==> src/sv/wbps_pkg.sv <==
`timescale 1ns / 1ps
// Shared constants and codes for the wildcard byte pattern scanner.
// No dependencies; every other file imports this package.
package wbps_pkg;

    // Defaults for the top-level parameters
    localparam int PATTERN_MAX_DEF = 32;
    localparam int MATCH_LIMIT_DEF = 16;

    // Fixed field widths
    localparam int ADDR_W     = 48;
    localparam int BYTE_W     = 8;
    localparam int LEN_W      = 6;
    localparam int HOOK_W     = 8;
    localparam int STATUS_W   = 2;
    localparam int PAT_BYTES  = 32;
    localparam int PAT_BITS   = PAT_BYTES * BYTE_W;
    localparam int PAT_IDX_W  = $clog2(PAT_BYTES);
    localparam int WORD_W     = 64;
    localparam int CFG_IDX_W  = 3;
    localparam int CFG_DATA_W = 64;

    // Result queue depth (power of two, at least 2)
    localparam int OUTQ_DEPTH = 4;

    // Configuration register indexes
    localparam logic [CFG_IDX_W-1:0] CFG_PAT0 = 3'd0;
    localparam logic [CFG_IDX_W-1:0] CFG_PAT1 = 3'd1;
    localparam logic [CFG_IDX_W-1:0] CFG_PAT2 = 3'd2;
    localparam logic [CFG_IDX_W-1:0] CFG_PAT3 = 3'd3;
    localparam logic [CFG_IDX_W-1:0] CFG_MASK = 3'd4;
    localparam logic [CFG_IDX_W-1:0] CFG_LEN  = 3'd5;
    localparam logic [CFG_IDX_W-1:0] CFG_HOOK = 3'd6;

    // Result kinds
    localparam logic KIND_MATCH   = 1'b0;
    localparam logic KIND_SUMMARY = 1'b1;

    // Summary status codes
    localparam logic [STATUS_W-1:0] ST_NOT_FOUND = 2'd0;
    localparam logic [STATUS_W-1:0] ST_UNIQUE    = 2'd1;
    localparam logic [STATUS_W-1:0] ST_AMBIGUOUS = 2'd2;

endpackage

==> src/sv/wbps_if.sv <==
`timescale 1ns / 1ps
// Channel interfaces: scanned byte stream in, result beats out.
// Depends on wbps_pkg.
interface wbps_byte_if;
    import wbps_pkg::*;

    logic              valid;
    logic              ready;
    logic [BYTE_W-1:0] byte_value;
    logic [ADDR_W-1:0] byte_address;
    logic              span_first;
    logic              scan_last;

    modport source (output valid, byte_value, byte_address, span_first, scan_last,
                    input ready);
    modport sink   (input valid, byte_value, byte_address, span_first, scan_last,
                    output ready);
endinterface

interface wbps_res_if #(
    parameter int CNT_W = 5
);
    import wbps_pkg::*;

    logic                valid;
    logic                ready;
    logic                result_kind;
    logic [ADDR_W-1:0]   found_address;
    logic [STATUS_W-1:0] scan_status;
    logic [CNT_W-1:0]    match_total;
    logic                result_last;

    modport source (output valid, result_kind, found_address, scan_status, match_total,
                    result_last, input ready);
    modport sink   (input valid, result_kind, found_address, scan_status, match_total,
                    result_last, output ready);
endinterface

==> src/sv/wildcard_byte_pattern_scanner.sv <==
`timescale 1ns / 1ps
// Top level of the wildcard byte pattern scanner.
// Depends on wbps_pkg, wbps_if, wbps_match and wbps_out_queue.
//
//   Channel   Dir  Beat                                          Handshake
//   bytes     in   byte_value, byte_address, span_first, scan_last  valid/ready
//   results   out  result_kind, found_address, scan_status,
//                  match_total, result_last                      valid/ready
//   cfg_*     in   cfg_index, cfg_data                           cfg_we, no stall
//
// One byte per cycle while bytes.ready is high. The compare runs in the cycle a
// byte is accepted, and its results land in a four-entry result queue; the first
// shows on the results port the next cycle if the queue was empty. A byte that
// matches and ends the scan gives two beats (match record, then summary), drained
// one per cycle while results.ready is high. bytes.ready is low while the queue
// has fewer than two free slots: it drops when the result consumer holds off and
// after two two-beat bytes in a row. Reset clears config, counters and queue
// pointers; the window is not reset since bytes past the fill are never compared.
module wildcard_byte_pattern_scanner #(
    parameter int PATTERN_MAX = wbps_pkg::PATTERN_MAX_DEF,
    parameter int MATCH_LIMIT = wbps_pkg::MATCH_LIMIT_DEF,
    parameter int CNT_W       = $clog2(MATCH_LIMIT + 1)
) (
    input  logic                              clk,
    input  logic                              rst_n,
    wbps_byte_if.sink                         bytes,
    wbps_res_if.source                        results,
    input  logic                              cfg_we,
    input  logic [wbps_pkg::CFG_IDX_W-1:0]    cfg_index,
    input  logic [wbps_pkg::CFG_DATA_W-1:0]   cfg_data
);
    import wbps_pkg::*;

    localparam int WIN_W  = PATTERN_MAX * BYTE_W;
    localparam int FILL_W = $clog2(PATTERN_MAX + 1);
    localparam int RES_W  = 1 + ADDR_W + STATUS_W + CNT_W + 1;

    // ---------------- configuration registers ----------------
    logic [PAT_BITS-1:0]  pat_reg;
    logic [PAT_BYTES-1:0] mask_reg;
    logic [LEN_W-1:0]     len_reg;
    logic [HOOK_W-1:0]    hook_reg;

    always_ff @(posedge clk or negedge rst_n)
    begin
        if (!rst_n)
        begin
            pat_reg  <= '0;
            mask_reg <= '0;
            len_reg  <= '0;
            hook_reg <= '0;
        end
        else if (cfg_we)
        begin
            unique case (cfg_index)
                CFG_PAT0: pat_reg[0*WORD_W +: WORD_W] <= cfg_data[WORD_W-1:0];
                CFG_PAT1: pat_reg[1*WORD_W +: WORD_W] <= cfg_data[WORD_W-1:0];
                CFG_PAT2: pat_reg[2*WORD_W +: WORD_W] <= cfg_data[WORD_W-1:0];
                CFG_PAT3: pat_reg[3*WORD_W +: WORD_W] <= cfg_data[WORD_W-1:0];
                CFG_MASK: mask_reg <= cfg_data[PAT_BYTES-1:0];
                CFG_LEN:  len_reg  <= cfg_data[LEN_W-1:0];
                CFG_HOOK: hook_reg <= cfg_data[HOOK_W-1:0];
                default:  ; // unused indexes are dropped
            endcase
        end
    end

    // ---------------- scan state ----------------
    logic [WIN_W-1:0]  win_reg, win_next;      // newest byte in the low byte
    logic [FILL_W-1:0] fill_reg, fill_next;
    logic [CNT_W-1:0]  cnt_reg, cnt_next;
    logic [ADDR_W-1:0] first_reg, first_next;

    logic              accept;
    logic              room2;
    logic              hit;
    logic              hit_ok;
    logic              stopped;
    logic [ADDR_W-1:0] start_addr;
    logic [STATUS_W-1:0] sum_status;
    logic [ADDR_W-1:0] sum_addr;
    logic [RES_W-1:0]  rec_beat;
    logic [RES_W-1:0]  sum_beat;
    logic [RES_W-1:0]  head;
    logic              q_not_empty;

    assign accept = bytes.valid && bytes.ready;
    assign bytes.ready = room2;

    // shift the new byte in; the compare sees the window including it
    assign win_next = (win_reg << BYTE_W) | WIN_W'(bytes.byte_value);

    always_comb
    begin
        if (bytes.span_first)
        begin
            fill_next = FILL_W'(1);
        end
        else if (fill_reg < FILL_W'(PATTERN_MAX))
        begin
            fill_next = FILL_W'(fill_reg + FILL_W'(1));
        end
        else
        begin
            fill_next = fill_reg;
        end
    end

    wbps_match #(
        .PATTERN_MAX (PATTERN_MAX),
        .FILL_W      (FILL_W)
    ) u_match (
        .window    (win_next),
        .fill      (fill_next),
        .pattern   (pat_reg),
        .wild_mask (mask_reg),
        .length    (len_reg),
        .hit       (hit)
    );

    // once the limit is reached, further matches are not counted or reported
    assign stopped = (cnt_reg >= CNT_W'(MATCH_LIMIT));
    assign hit_ok  = hit && !stopped;

    // match starts length-1 bytes back, wrapping at 48 bits
    assign start_addr = ADDR_W'(bytes.byte_address - ADDR_W'(len_reg) + ADDR_W'(1));

    assign cnt_next   = hit_ok ? CNT_W'(cnt_reg + CNT_W'(1)) : cnt_reg;
    assign first_next = (hit_ok && (cnt_reg == '0)) ? start_addr : first_reg;

    // summary built from the counts including this byte's match
    always_comb
    begin
        if (cnt_next == '0)
        begin
            sum_status = ST_NOT_FOUND;
            sum_addr   = '0;
        end
        else if (cnt_next == CNT_W'(1))
        begin
            sum_status = ST_UNIQUE;
            sum_addr   = ADDR_W'(first_next + ADDR_W'(hook_reg));
        end
        else
        begin
            sum_status = ST_AMBIGUOUS;
            sum_addr   = '0;
        end
    end

    assign rec_beat = {KIND_MATCH, start_addr, ST_NOT_FOUND, cnt_next, !bytes.scan_last};
    assign sum_beat = {KIND_SUMMARY, sum_addr, sum_status, cnt_next, 1'b1};

    always_ff @(posedge clk or negedge rst_n)
    begin
        if (!rst_n)
        begin
            fill_reg  <= '0;
            cnt_reg   <= '0;
            first_reg <= '0;
        end
        else if (accept)
        begin
            if (bytes.scan_last)
            begin
                // scan done: ready for the next one
                fill_reg  <= '0;
                cnt_reg   <= '0;
                first_reg <= '0;
            end
            else
            begin
                fill_reg  <= fill_next;
                cnt_reg   <= cnt_next;
                first_reg <= first_next;
            end
        end
    end

    always_ff @(posedge clk)
    begin
        if (accept)
        begin
            win_reg <= win_next;
        end
    end

    // ---------------- result queue ----------------
    wbps_out_queue #(
        .W     (RES_W),
        .DEPTH (OUTQ_DEPTH)
    ) u_outq (
        .clk       (clk),
        .rst_n     (rst_n),
        .push0     (accept && (hit_ok || bytes.scan_last)),
        .din0      (hit_ok ? rec_beat : sum_beat),
        .push1     (accept && hit_ok && bytes.scan_last),
        .din1      (sum_beat),
        .pop       (results.ready),
        .head      (head),
        .not_empty (q_not_empty),
        .room2     (room2)
    );

    assign results.valid = q_not_empty;
    assign {results.result_kind, results.found_address, results.scan_status,
            results.match_total, results.result_last} = head;

`ifndef SYNTH
    // match count never runs past the limit
    a_cnt_cap: assert property (@(posedge clk) disable iff (!rst_n)
        cnt_reg <= CNT_W'(MATCH_LIMIT))
        else $error("match count above limit");

    // scan end clears the per-scan state
    a_scan_clear: assert property (@(posedge clk) disable iff (!rst_n)
        (accept && bytes.scan_last) |=> (cnt_reg == '0) && (fill_reg == '0)
                                        && (first_reg == '0))
        else $error("scan state not cleared after summary");

    // the summary beat is queued, so a result is offered next cycle
    a_sum_out: assert property (@(posedge clk) disable iff (!rst_n)
        (accept && bytes.scan_last) |=> results.valid)
        else $error("no result offered after scan end");
`endif

endmodule

==> src/sv/wbps_match.sv <==
`timescale 1ns / 1ps
// Parallel wildcard compare of the byte window against the pattern.
// Depends on wbps_pkg.
module wbps_match #(
    parameter int PATTERN_MAX = wbps_pkg::PATTERN_MAX_DEF,
    parameter int FILL_W      = $clog2(PATTERN_MAX + 1)
) (
    input  logic [PATTERN_MAX*wbps_pkg::BYTE_W-1:0] window,
    input  logic [FILL_W-1:0]                       fill,
    input  logic [wbps_pkg::PAT_BITS-1:0]           pattern,
    input  logic [wbps_pkg::PAT_BYTES-1:0]          wild_mask,
    input  logic [wbps_pkg::LEN_W-1:0]              length,
    output logic                                    hit
);
    import wbps_pkg::*;

    localparam int CMP_W = 7;

    logic [CMP_W-1:0] len_x;
    logic [CMP_W-1:0] fill_x;

    assign len_x  = CMP_W'(length);
    assign fill_x = CMP_W'(fill);

    // Window position p (0 = newest) lines up with pattern byte length-1-p.
    always_comb
    begin
        logic [CMP_W-1:0]     idx;
        logic [PAT_IDX_W-1:0] sel;
        logic [BYTE_W-1:0]    pbyte;
        logic                 pwild;
        hit   = (len_x != '0) && (len_x <= CMP_W'(PATTERN_MAX)) && (fill_x >= len_x);
        idx   = '0;
        sel   = '0;
        pbyte = '0;
        pwild = 1'b0;
        for (int p = 0; p < PATTERN_MAX; p++)
        begin
            idx = len_x - CMP_W'(1) - CMP_W'(p);
            sel = idx[PAT_IDX_W-1:0];
            // positions past the stored pattern read as zero and never wild
            if (idx < CMP_W'(PAT_BYTES))
            begin
                pbyte = pattern[sel*BYTE_W +: BYTE_W];
                pwild = wild_mask[sel];
            end
            else
            begin
                pbyte = '0;
                pwild = 1'b0;
            end
            if ((CMP_W'(p) < len_x) && !pwild && (window[p*BYTE_W +: BYTE_W] != pbyte))
            begin
                hit = 1'b0;
            end
        end
    end

endmodule

==> src/sv/wbps_out_queue.sv <==
`timescale 1ns / 1ps
// Small result queue: up to two pushes and one pop per cycle.
// Depends on wbps_pkg for its default depth.
module wbps_out_queue #(
    parameter int W     = 8,
    parameter int DEPTH = wbps_pkg::OUTQ_DEPTH
) (
    input  logic         clk,
    input  logic         rst_n,
    input  logic         push0,
    input  logic [W-1:0] din0,
    input  logic         push1,
    input  logic [W-1:0] din1,
    input  logic         pop,
    output logic [W-1:0] head,
    output logic         not_empty,
    output logic         room2
);
    import wbps_pkg::*;

    localparam int PTR_W = $clog2(DEPTH);
    localparam int CNT_W = $clog2(DEPTH + 1);

    logic [W-1:0]     mem_reg [DEPTH];
    logic [PTR_W-1:0] wr_reg, wr_next;
    logic [PTR_W-1:0] rd_reg, rd_next;
    logic [CNT_W-1:0] cnt_reg, cnt_next;
    logic             do_pop;
    logic [CNT_W-1:0] n_push;

    assign not_empty = (cnt_reg != '0);
    assign room2     = (cnt_reg <= CNT_W'(DEPTH - 2));
    assign head      = mem_reg[rd_reg];
    assign do_pop    = pop && not_empty;
    assign n_push    = CNT_W'(push0) + CNT_W'(push0 && push1);

    assign wr_next  = PTR_W'(wr_reg + PTR_W'(n_push));
    assign rd_next  = do_pop ? PTR_W'(rd_reg + PTR_W'(1)) : rd_reg;
    assign cnt_next = CNT_W'(cnt_reg + n_push - CNT_W'(do_pop));

    always_ff @(posedge clk or negedge rst_n)
    begin
        if (!rst_n)
        begin
            wr_reg  <= '0;
            rd_reg  <= '0;
            cnt_reg <= '0;
        end
        else
        begin
            wr_reg  <= wr_next;
            rd_reg  <= rd_next;
            cnt_reg <= cnt_next;
        end
    end

    always_ff @(posedge clk)
    begin
        if (push0)
        begin
            mem_reg[wr_reg] <= din0;
        end
        if (push0 && push1)
        begin
            mem_reg[PTR_W'(wr_reg + PTR_W'(1))] <= din1;
        end
    end

endmodule

==> src/flat_wrapper.sv <==
// flat-port wrapper written by rule: the top's interface ports become plain ports
module wildcard_byte_pattern_scanner_flat import wbps_pkg::*;
#(
    parameter int PATTERN_MAX = wbps_pkg::PATTERN_MAX_DEF,
    parameter int MATCH_LIMIT = wbps_pkg::MATCH_LIMIT_DEF,
    parameter int CNT_W       = $clog2(MATCH_LIMIT + 1)
)
  (clk, rst_n, cfg_we, cfg_index, cfg_data, bytes_valid, bytes_byte_value, bytes_byte_address, bytes_span_first, bytes_scan_last, bytes_ready, results_valid, results_result_kind, results_found_address, results_scan_status, results_match_total, results_result_last, results_ready);
  wbps_byte_if bytes_i ();
  wbps_res_if #(.CNT_W(CNT_W)) results_i ();
  input  logic clk;
  input  logic rst_n;
  input  logic cfg_we;
  input  logic [wbps_pkg::CFG_IDX_W-1:0] cfg_index;
  input  logic [wbps_pkg::CFG_DATA_W-1:0] cfg_data;
  input wire logic [$bits(bytes_i.valid)-1:0] bytes_valid;
  input wire logic [$bits(bytes_i.byte_value)-1:0] bytes_byte_value;
  input wire logic [$bits(bytes_i.byte_address)-1:0] bytes_byte_address;
  input wire logic [$bits(bytes_i.span_first)-1:0] bytes_span_first;
  input wire logic [$bits(bytes_i.scan_last)-1:0] bytes_scan_last;
  output wire logic [$bits(bytes_i.ready)-1:0] bytes_ready;
  output wire logic [$bits(results_i.valid)-1:0] results_valid;
  output wire logic [$bits(results_i.result_kind)-1:0] results_result_kind;
  output wire logic [$bits(results_i.found_address)-1:0] results_found_address;
  output wire logic [$bits(results_i.scan_status)-1:0] results_scan_status;
  output wire logic [$bits(results_i.match_total)-1:0] results_match_total;
  output wire logic [$bits(results_i.result_last)-1:0] results_result_last;
  input wire logic [$bits(results_i.ready)-1:0] results_ready;
  assign bytes_i.valid = bytes_valid;
  assign bytes_i.byte_value = bytes_byte_value;
  assign bytes_i.byte_address = bytes_byte_address;
  assign bytes_i.span_first = bytes_span_first;
  assign bytes_i.scan_last = bytes_scan_last;
  assign bytes_ready = bytes_i.ready;
  assign results_valid = results_i.valid;
  assign results_result_kind = results_i.result_kind;
  assign results_found_address = results_i.found_address;
  assign results_scan_status = results_i.scan_status;
  assign results_match_total = results_i.match_total;
  assign results_result_last = results_i.result_last;
  assign results_i.ready = results_ready;
  wildcard_byte_pattern_scanner #(.PATTERN_MAX(PATTERN_MAX), .MATCH_LIMIT(MATCH_LIMIT), .CNT_W(CNT_W)) u_core (.clk(clk), .rst_n(rst_n), .bytes(bytes_i), .results(results_i), .cfg_we(cfg_we), .cfg_index(cfg_index), .cfg_data(cfg_data));
endmodule
==> config.mk <==
export PLATFORM = sky130hd
export DESIGN_NAME = wildcard_byte_pattern_scanner_flat
export DESIGN_NICKNAME = d
export VERILOG_FILES = /design/src/sv/wbps_pkg.sv /design/src/sv/wbps_if.sv /design/src/sv/wildcard_byte_pattern_scanner.sv /design/src/sv/wbps_match.sv /design/src/sv/wbps_out_queue.sv /design/src/flat_wrapper.sv
export SDC_FILE = /design/constraint.sdc
export NUM_CORES = 2
export LEC_CHECK = 0
export BUFFER_PORTS_ARGS = -buffer_cell sky130_fd_sc_hd__buf_2
export CORE_ASPECT_RATIO = 1.25
export CORE_MARGIN = 2
export CORE_UTILIZATION = 40
export DETAILED_ROUTE_END_ITERATION = 10
export GPL_TIMING_DRIVEN = 0
export PLACE_DENSITY = 0.66
export SYNTH_ARGS = -nofsm -noshare
export SYNTH_HDL_FRONTEND = slang
export SYNTH_SLANG_ARGS = --single-unit
==> constraint.sdc <==
create_clock -name clk -period 13.24 [get_ports clk]
set_input_delay 0.662 -clock clk [delete_from_list [all_inputs] [get_ports clk]]
set_output_delay 0.662 -clock clk [all_outputs]
set_load 0.1 [all_outputs]
==> flow_metrics.tcl <==
set metrics [dict create \
    boundaryPins 189 \
    rows 164 \
    finalClockSkew_ns 0.0596 \
    seq_area_mm2 0.0234 \
    htreeDepth 3 \
    worstMarginPinSlew_ns 1.62 \
    final_antenna_net_count 0 \
    post-place-ws_ns -6.20 \
    grt_pass1_wl_um 483000 \
    place_congestion 1.11 \
    cp.required_ns 13.72 \
    setup_viol 0 \
    clk_latency_ns 0.80 \
    final_layout_size_suffix_gt1_share_pct 26.9 \
    synth-main-ff-cell "edfxtp_1" \
    cp_data_arrival_time_ns 13.59 \
    grt_overflow 0 \
    multi_input_area_mm2 0.0388 \
    final_cells 8261 \
    routed_wirelength_um 365000 \
    dpl_cell_area_mm2 0.0680 \
    die_w_um 362 \
    cts_tree "done" \
    met3_length_um 31300 \
    finalNetCount 6318 \
    top_layer "met5" \
    largest_reg_flops 256 \
    period_share_pct 99.0 \
    portBuffers 186 \
    synth.net_count 5982 \
    yosys_warnings 0 \
    cts_buffer_depth 3 \
    crit_type "register to register" \
    post_drt_wl_per_cell_um 44.2 \
    drv_slew 35 \
    synth_cell_types 109 \
    critical_path.max_fanout 28 \
    antenna_found_initial 37 \
    reg2reg_slack_ns 0.13 \
    core_area_mm2 0.159 \
    grt_max_degree 108 \
    final_util_pct 45.4 \
    hold_ws_ns 0.129 \
    grt_usage_pct 44.0 \
    outcome "complete, but fails checks" \
    yosysSeqAreaShare_pct 36.6 \
    wl_met1_um 129000 \
    start_kind "register" \
    synth_seq_cells 844 \
    grt_pass1_vias 53809 \
    rsz0062_at_grt "no" \
    final_cell_mix "582 x mux2_2, 503 x mux2i_1, 468 x edfxtp_1" \
    path_clk_slew_ns 0.06 \
    p_leak_nw 27.0 \
    die_area_mm2 0.163 \
    die_h_um 451 \
    async_flop_share_pct 43.6 \
    fin_area_mm2 0.0723 \
    area_growth_pct 13.1 \
    dr.pass1.iters 8 \
    worst_slack_ns 0.128 \
    cts_buffers 93 \
    postSynthAreaPerCell_um2 11.1 \
    fill_cells 14988 \
    cp_common_cell "buf_4" \
    failed_checks "capacitance limit, slew limit" \
    synth_edf_count 468 \
    synthCells 5755 \
    vias 56786 \
    worst_ir_drop_vdd_uv 183 \
    final_common_cell "mux2_2" \
    dp_cells 8044 \
    end_kind "register" \
    finalHoldViolations 0 \
    hp-class "input pin to register" \
    period_minus_slack_ns 13.11 \
    dr_wl_met2_um 164000 \
    finalPower_mw 24.0 \
    cts_sinks 844 \
    synth.cell_area_mm2 0.0640 \
    route.detailed.drc 0 \
    fmax_ghz 0.0763 \
    first_iter_violations 7714 \
    dp_hpwl_um 299000 \
    initial_core_util_pct 40.2 \
    cts_root_buf "clkbuf_16" \
    avgViaCountPerCell 6.87 \
    cp_slowest_cell "clkbuf_1" \
    slew_headroom_pct -11.2 \
    max_cap_viol_count 6 \
    slowest_delay_ns 0.52 \
    setup_tns_ns 0 \
    power_density_mw_per_mm2 331 \
]
critical path, delay by kind of cell (launching register included):
kind / cells / cell delay [ns]
fa+ha+maj: 2 / 0.65
simple gates: 17 / 4.31
xor+xnor: 2 / 0.34
buf+inv: 15 / 4.73
compound gates: 10 / 1.85
mux: 1 / 0.27
flops: 1 / 0.49
final cells by class:
class                           count  area share, %
Tap cell                         2075           3.59
Clock inverter                     60          0.967
Clock buffer                      112           3.40
Antenna cell                       18         0.0623
Sequential cell                   844           32.4
Buffer                            365           2.76
Timing Repair Buffer              249           2.34
Multi-Input combinational cell   4363           53.6
Inverter                          175          0.920
cells by family after synthesis:
| kind of cell | count (synthesis) | share of synthesized area [%] |
|---|---|---|
| AO/OA/AOI/OAI | 1172 | 11.9 |
| adder cells (fa/ha/maj) | 97 | 1.93 |
| buffers and inverters | 548 | 3.83 |
| AND/OR/NAND/NOR | 1312 | 10.2 |
| multiplexers | 1454 | 30.8 |
| flip-flops | 844 | 36.6 |
| XOR/XNOR | 328 | 4.67 |
power breakdown:
part | switching, mW | internal, mW | leakage (nW)
clock network | 1.25 | 1.54 | 1.53
registers | 0.645 | 3.38 | 8.80
logic | 11.8 | 5.34 | 16.7
total | 13.7 | 10.3 | 27.0
synthesized netlist by cell type (30+ instances only):
| cell type | n | area [um^2] |
|---|---|---|
| nand4_1 | 45 | 282 |
| o32ai_1 | 39 | 342 |
| xnor2_1 | 179 | 1570 |
| nand3b_1 | 33 | 248 |
| o22ai_1 | 235 | 1470 |
| buf_1 | 38 | 143 |
| inv_1 | 166 | 623 |
| ha_1 | 94 | 1180 |
| nand2b_1 | 34 | 213 |
| xor2_1 | 139 | 1220 |
| dfrtp_1 | 368 | 9210 |
| buf_2 | 80 | 400 |
| a21o_1 | 30 | 225 |
| a211oi_1 | 31 | 233 |
| nand2_1 | 368 | 1380 |
| nor4_1 | 39 | 244 |
| a21oi_1 | 255 | 1280 |
| and3_1 | 31 | 194 |
| mux2_2 | 582 | 6550 |
| mux4_2 | 353 | 7950 |
| o21ai_0 | 247 | 1240 |
| clkbuf_1 | 204 | 766 |
| mux2i_1 | 518 | 5180 |
| nor3_1 | 103 | 515 |
| nor2_1 | 317 | 1190 |
| edfxtp_1 | 468 | 14100 |
| nand3_1 | 137 | 686 |
timing repair:
item | in CTS | in global routing
pin swaps | 14 | 11
resized for setup | 184 | 58
endpoints found under the setup margin | 506 | 121
hold buffers | 1 | 0
setup buffers | 23 | 10
hold endpoints to repair | 61 | 0
layer usage:
metal / GRT usage (%) / vias up
met5: 0 / -
met4: 39.9 / 12
met3: 9.24 / 963
met2: 68.8 / 3520
met1: 50.7 / 29214
li1: - / 23077
path summary, 6_finish.rpt:
kind                                startpoint                           end  cells after the start
setup / recovery             u_core.len_reg[0]  u_core.u_outq.mem_reg[3][53]                     47
hold / removal             bytes_byte_value[4]             u_core.win_reg[4]                      1
setup reg to reg             u_core.len_reg[0]  u_core.u_outq.mem_reg[3][53]                     47
hold reg to reg            u_core.win_reg[120]           u_core.win_reg[128]                      0
max in group asynchronous                rst_n            u_core.fill_reg[4]                      4
min in group asynchronous                rst_n           u_core.pat_reg[122]                      2
No activity file was read; power rests on OpenSTA's default activity.
